`src/hw/rtl/cpc_pkg.sv`:
```
package cpc_pkg;

  localparam int DefSlots = 4;

  localparam int CoordW   = 24;
  localparam int RadW     = 52;
  localparam int SqW      = 48;
  localparam int SumW     = 50;
  localparam int SlotW    = 4;
  localparam int ActW     = 3;
  localparam int CntW     = 5;
  localparam int CfgIdxW  = 1;
  localparam int CfgDataW = 52;

  localparam logic OP_ADD   = 1'b0;
  localparam logic OP_CLEAR = 1'b1;

  localparam logic [CfgIdxW-1:0] REG_PAIR_READY   = 1'd0;
  localparam logic [CfgIdxW-1:0] REG_MATCH_RADIUS = 1'd1;

  localparam logic [ActW-1:0] ACT_UPDATED  = 3'd0;
  localparam logic [ActW-1:0] ACT_KEPT     = 3'd1;
  localparam logic [ActW-1:0] ACT_INSERTED = 3'd2;
  localparam logic [ActW-1:0] ACT_REPLACED = 3'd3;
  localparam logic [ActW-1:0] ACT_DROPPED  = 3'd4;
  localparam logic [ActW-1:0] ACT_CLEARED  = 3'd5;

  typedef struct packed {
    logic load;
    logic clear;
    logic drop;
    logic scan;
    logic commit;
  } cpc_cmd_t;

  typedef struct packed {
    logic last;
  } cpc_sts_t;

endpackage

```
`src/hw/rtl/cpc_ctrl.sv`:
```
module cpc_ctrl
  import cpc_pkg::*;
(
  input  logic     clk_i,
  input  logic     rst_ni,
  input  logic     start_i,
  input  logic     op_i,
  input  logic     pair_ready_i,
  input  cpc_sts_t sts_i,
  output cpc_cmd_t cmd_o,
  output logic     busy_o
);

  localparam logic [1:0] StIdle   = 2'd0;
  localparam logic [1:0] StScan   = 2'd1;
  localparam logic [1:0] StDrain  = 2'd2;
  localparam logic [1:0] StCommit = 2'd3;

  logic [1:0] state_q, state_d;

  always_comb begin
    state_d = state_q;
    cmd_o   = '0;
    unique case (state_q)
      StIdle: begin
        if (start_i) begin
          cmd_o.load = 1'b1;
          if (op_i == OP_CLEAR) begin
            cmd_o.clear = 1'b1;
          end else if (!pair_ready_i) begin
            cmd_o.drop = 1'b1;
          end else begin
            state_d = StScan;
          end
        end
      end
      StScan: begin
        cmd_o.scan = 1'b1;
        if (sts_i.last) begin
          state_d = StDrain;
        end
      end
      // The last slot's squares are still in the pipeline register here.
      StDrain: begin
        state_d = StCommit;
      end
      StCommit: begin
        cmd_o.commit = 1'b1;
        state_d      = StIdle;
      end
      default: begin
        state_d = StIdle;
      end
    endcase
  end

  always_ff @(posedge clk_i or negedge rst_ni) begin
    if (!rst_ni) begin
      state_q <= StIdle;
    end else begin
      state_q <= state_d;
    end
  end

  assign busy_o = (state_q != StIdle);

endmodule

```
`config.mk`:
```
export PLATFORM = sky130hd
export DESIGN_NAME = cpc_ctrl
export DESIGN_NICKNAME = d
export VERILOG_FILES = /design/src/hw/rtl/cpc_pkg.sv /design/src/hw/rtl/cpc_ctrl.sv
export SDC_FILE = /design/constraint.sdc
export NUM_CORES = 1
export LEC_CHECK = 0
export BUFFER_PORTS_ARGS = -buffer_cell sky130_fd_sc_hd__buf_2
export CORE_AREA = 2 2 39 41
export CTS_CLUSTER_SIZE = 24
export DETAILED_ROUTE_END_ITERATION = 6
export DIE_AREA = 0 0 41 43
export HOLD_SLACK_MARGIN = 0.15
export PLACE_DENSITY = 0.34
export SLEW_MARGIN = 40
export SYNTH_ARGS = -nofsm -noshare
export SYNTH_HDL_FRONTEND = slang
export SYNTH_SLANG_ARGS = --single-unit
```
`constraint.sdc`:
```
create_clock -name clk_i -period 3.92 [get_ports clk_i]
set_clock_uncertainty 0.2 [all_clocks]
set_input_delay 0.784 -clock clk_i [delete_from_list [all_inputs] [get_ports clk_i]]
set_output_delay 0.784 -clock clk_i [all_outputs]
set_load 0.01 [all_outputs]
```
==> results_dict.tcl <==
set metrics [dict create \
    status "completed" \
    period_share_pct 58.2 \
    clk_pin_slew_ns 0.03 \
    ys.flop_type "dfrtp_1" \
    yosysTopAreaCell "ha_1" \
    cp-startpoint "state_q[0]$_DFFE_PN0P_" \
    htree_levels 1 \
    worst-path-buf-inv 2 \
    viasPerCell 3.77 \
    grt_usage_pct 6.93 \
    io_buffers 11 \
    critical-path-slowest-cell "dfrtp_1" \
    dr.pass1.iters 4 \
    cts_tree "built" \
    avgRoutedWirePerCell_um 8.35 \
    synth.top_cell.area_share_pct 32.3 \
    slowest_delay_ns 0.39 \
    slew_headroom_pct 68.9 \
    syn_to_final_growth_pct 55.5 \
    arrival_ns 1.30 \
    rsz0062_at_grt "false" \
    synth_area_um2 194 \
    path_depth 5 \
    n_antenna_cell 0 \
    routabilityCongestion 0.614 \
    tns_ns 0 \
    synth_fp_nets 32 \
    avgSynthCellArea_um2 9.24 \
    finalHoldViolations 0 \
    gr-total-overflow 0 \
    crit_fanout 4 \
    antenna_found_initial 0 \
    worstMarginPinSlew_ns 0.467 \
    synth_cell_type_count 12 \
    maxCapViolCount 0 \
    numCtsBuffers 3 \
    final_net_count 49 \
    cp.required_ns 2.94 \
    setup_viol 0 \
    io_pins 12 \
    die_y_um 43 \
    synthTopCellsByCount "ha_1, inv_1, dfrtp_1" \
    critPathCapture "cmd_o[2]" \
    grt_max_degree 5 \
    yosysSeqAreaShare_pct 25.8 \
    synth-seq-cells 2 \
    reg_top3 "state_q (2)" \
    clkLatencyLatePin_ns 0.23 \
    path_cells "inv_1 > ha_1 > nand2_1 > nor3_1 > buf_2" \
    die_w_um 41 \
    start_util_pct 14.0 \
    synth_edf_count 0 \
    cts_num_sinks 2 \
    drtIter0Drc 3 \
    rr_endpoint "state_q[1]$_DFFE_PN0P_" \
    synth_area_leaders "ha_1, dfrtp_1, inv_1" \
    startpoint_type "register" \
    final_area_um2 302 \
    drv_slew 0 \
    largest_reg_flops 2 \
    r2r_start "state_q[0]$_DFFE_PN0P_" \
    rows 14 \
    p_leak_nw 0.181 \
    hold_class "reg2reg" \
    critical_path_class "reg2out" \
    fmax_mhz 438 \
    clock_path_buffers 2 \
    cts_resized 0 \
    irDropWorstVdd_mv 0.247 \
    drt_drc_violations_left 0 \
    top_register "state_q" \
    yosysWarnings 0 \
    die_area_mm2 0.00176 \
    period_minus_slack_ns 2.28 \
    worst_r2r_path_depth 4 \
    critPathCaptureType "primary output" \
    power.density_mw_per_mm2 685 \
    crit_family "flip-flops" \
    r2r_slack_ns 2.04 \
    place_area_um2 269 \
    synth_cells 21 \
    vias 196 \
    drive_gt1_share_pct 38.9 \
    coreArea_mm2 0.00138 \
    drt.antenna.violating_nets 0 \
    async_flop_share_pct 100 \
    wirelength_um 434 \
    grt_pass1_vias 203 \
    dp_hpwl_um 339 \
    grt_pass1_wl_um 703 \
    cts_root_buf "clkbuf_4" \
]
==> layout make-up <==
type | instances | area [um^2]
Clock buffer | 3 | 22.5
Inverter | 5 | 18.8
Tap cell | 16 | 20.0
Multi-Input combinational cell | 14 | 125
Sequential cell | 2 | 50.0
Timing Repair Buffer | 12 | 65.1
Fill cell | 154 | 1080
==> cell usage in the layout (no fill, tap or decap), drive strengths merged <==
master and count:
nand2b 1, nor2 1, and2 1, inv 5, and3 1, nor3 1
dfrtp 2, dlygate4sd3 1, a222oi 1, clkbuf 3, ha 5, nand2 1
mux2 1, mux2i 1, buf 11
==> stage by stage <==
step	instances	worst slack, ns	hold slack, ns	utilization (%)	power, mW
final	52	1.64	0.356	21.8	0.206
after detailed placement	48	1.72	0.358	19.4	0.164
after global placement	48	1.74	0.341	19.4	0.158
after floorplan	21	1.85	0.288	-	0.125
after CTS	52	1.61	0.365	21.8	0.215
after global routing	52	1.46	0.392	21.8	0.236
==> layer usage <==
metal	wire (um)	track usage, %	vias up	share of wire (%)
li1	-	-	98	-
met1	167	5.81	82	38
met2	178	9.06	14	41
met3	72	3.66	2	17
met4	16	10.0	0	3.7
met5	0	0	-	0
==> kinds of logic after synthesis <==
| group | synth area share [%] |
|---|---|
| simple gates | 16.1 |
| mux | 11.0 |
| flops | 25.8 |
| buf+inv | 9.68 |
| compound gates | 5.16 |
| fa+ha+maj | 32.3 |
==> what timing repair did <==
item,CTS,global route
endpoints found under the hold margin,2,0
setup endpoints to repair,0,0
hold buffers,1,0
buffers inserted,0,0
==> worst min-delay path by stage <==
stage                           start  depth (start not counted)                endpoint
2_1_floorplan                  rst_ni                          0  state_q[0]$_DFFE_PN0P_
5_1_grt        state_q[1]$_DFFE_PN0P_                          1  state_q[1]$_DFFE_PN0P_
3_3_place_gp   state_q[1]$_DFFE_PN0P_                          1  state_q[1]$_DFFE_PN0P_
3_5_place_dp   state_q[1]$_DFFE_PN0P_                          1  state_q[1]$_DFFE_PN0P_
4_1_cts        state_q[1]$_DFFE_PN0P_                          1  state_q[1]$_DFFE_PN0P_
6_report       state_q[1]$_DFFE_PN0P_                          1  state_q[1]$_DFFE_PN0P_
==> power breakdown <==
part / internal, mW / total [mW] / switching [mW]
registers: 0.0329 / 0.0424 / 0.00956
logic: 0.0544 / 0.118 / 0.0631
clock network: 0.0338 / 0.0465 / 0.0126
Note: power is estimated with default switching activity, not from simulation.
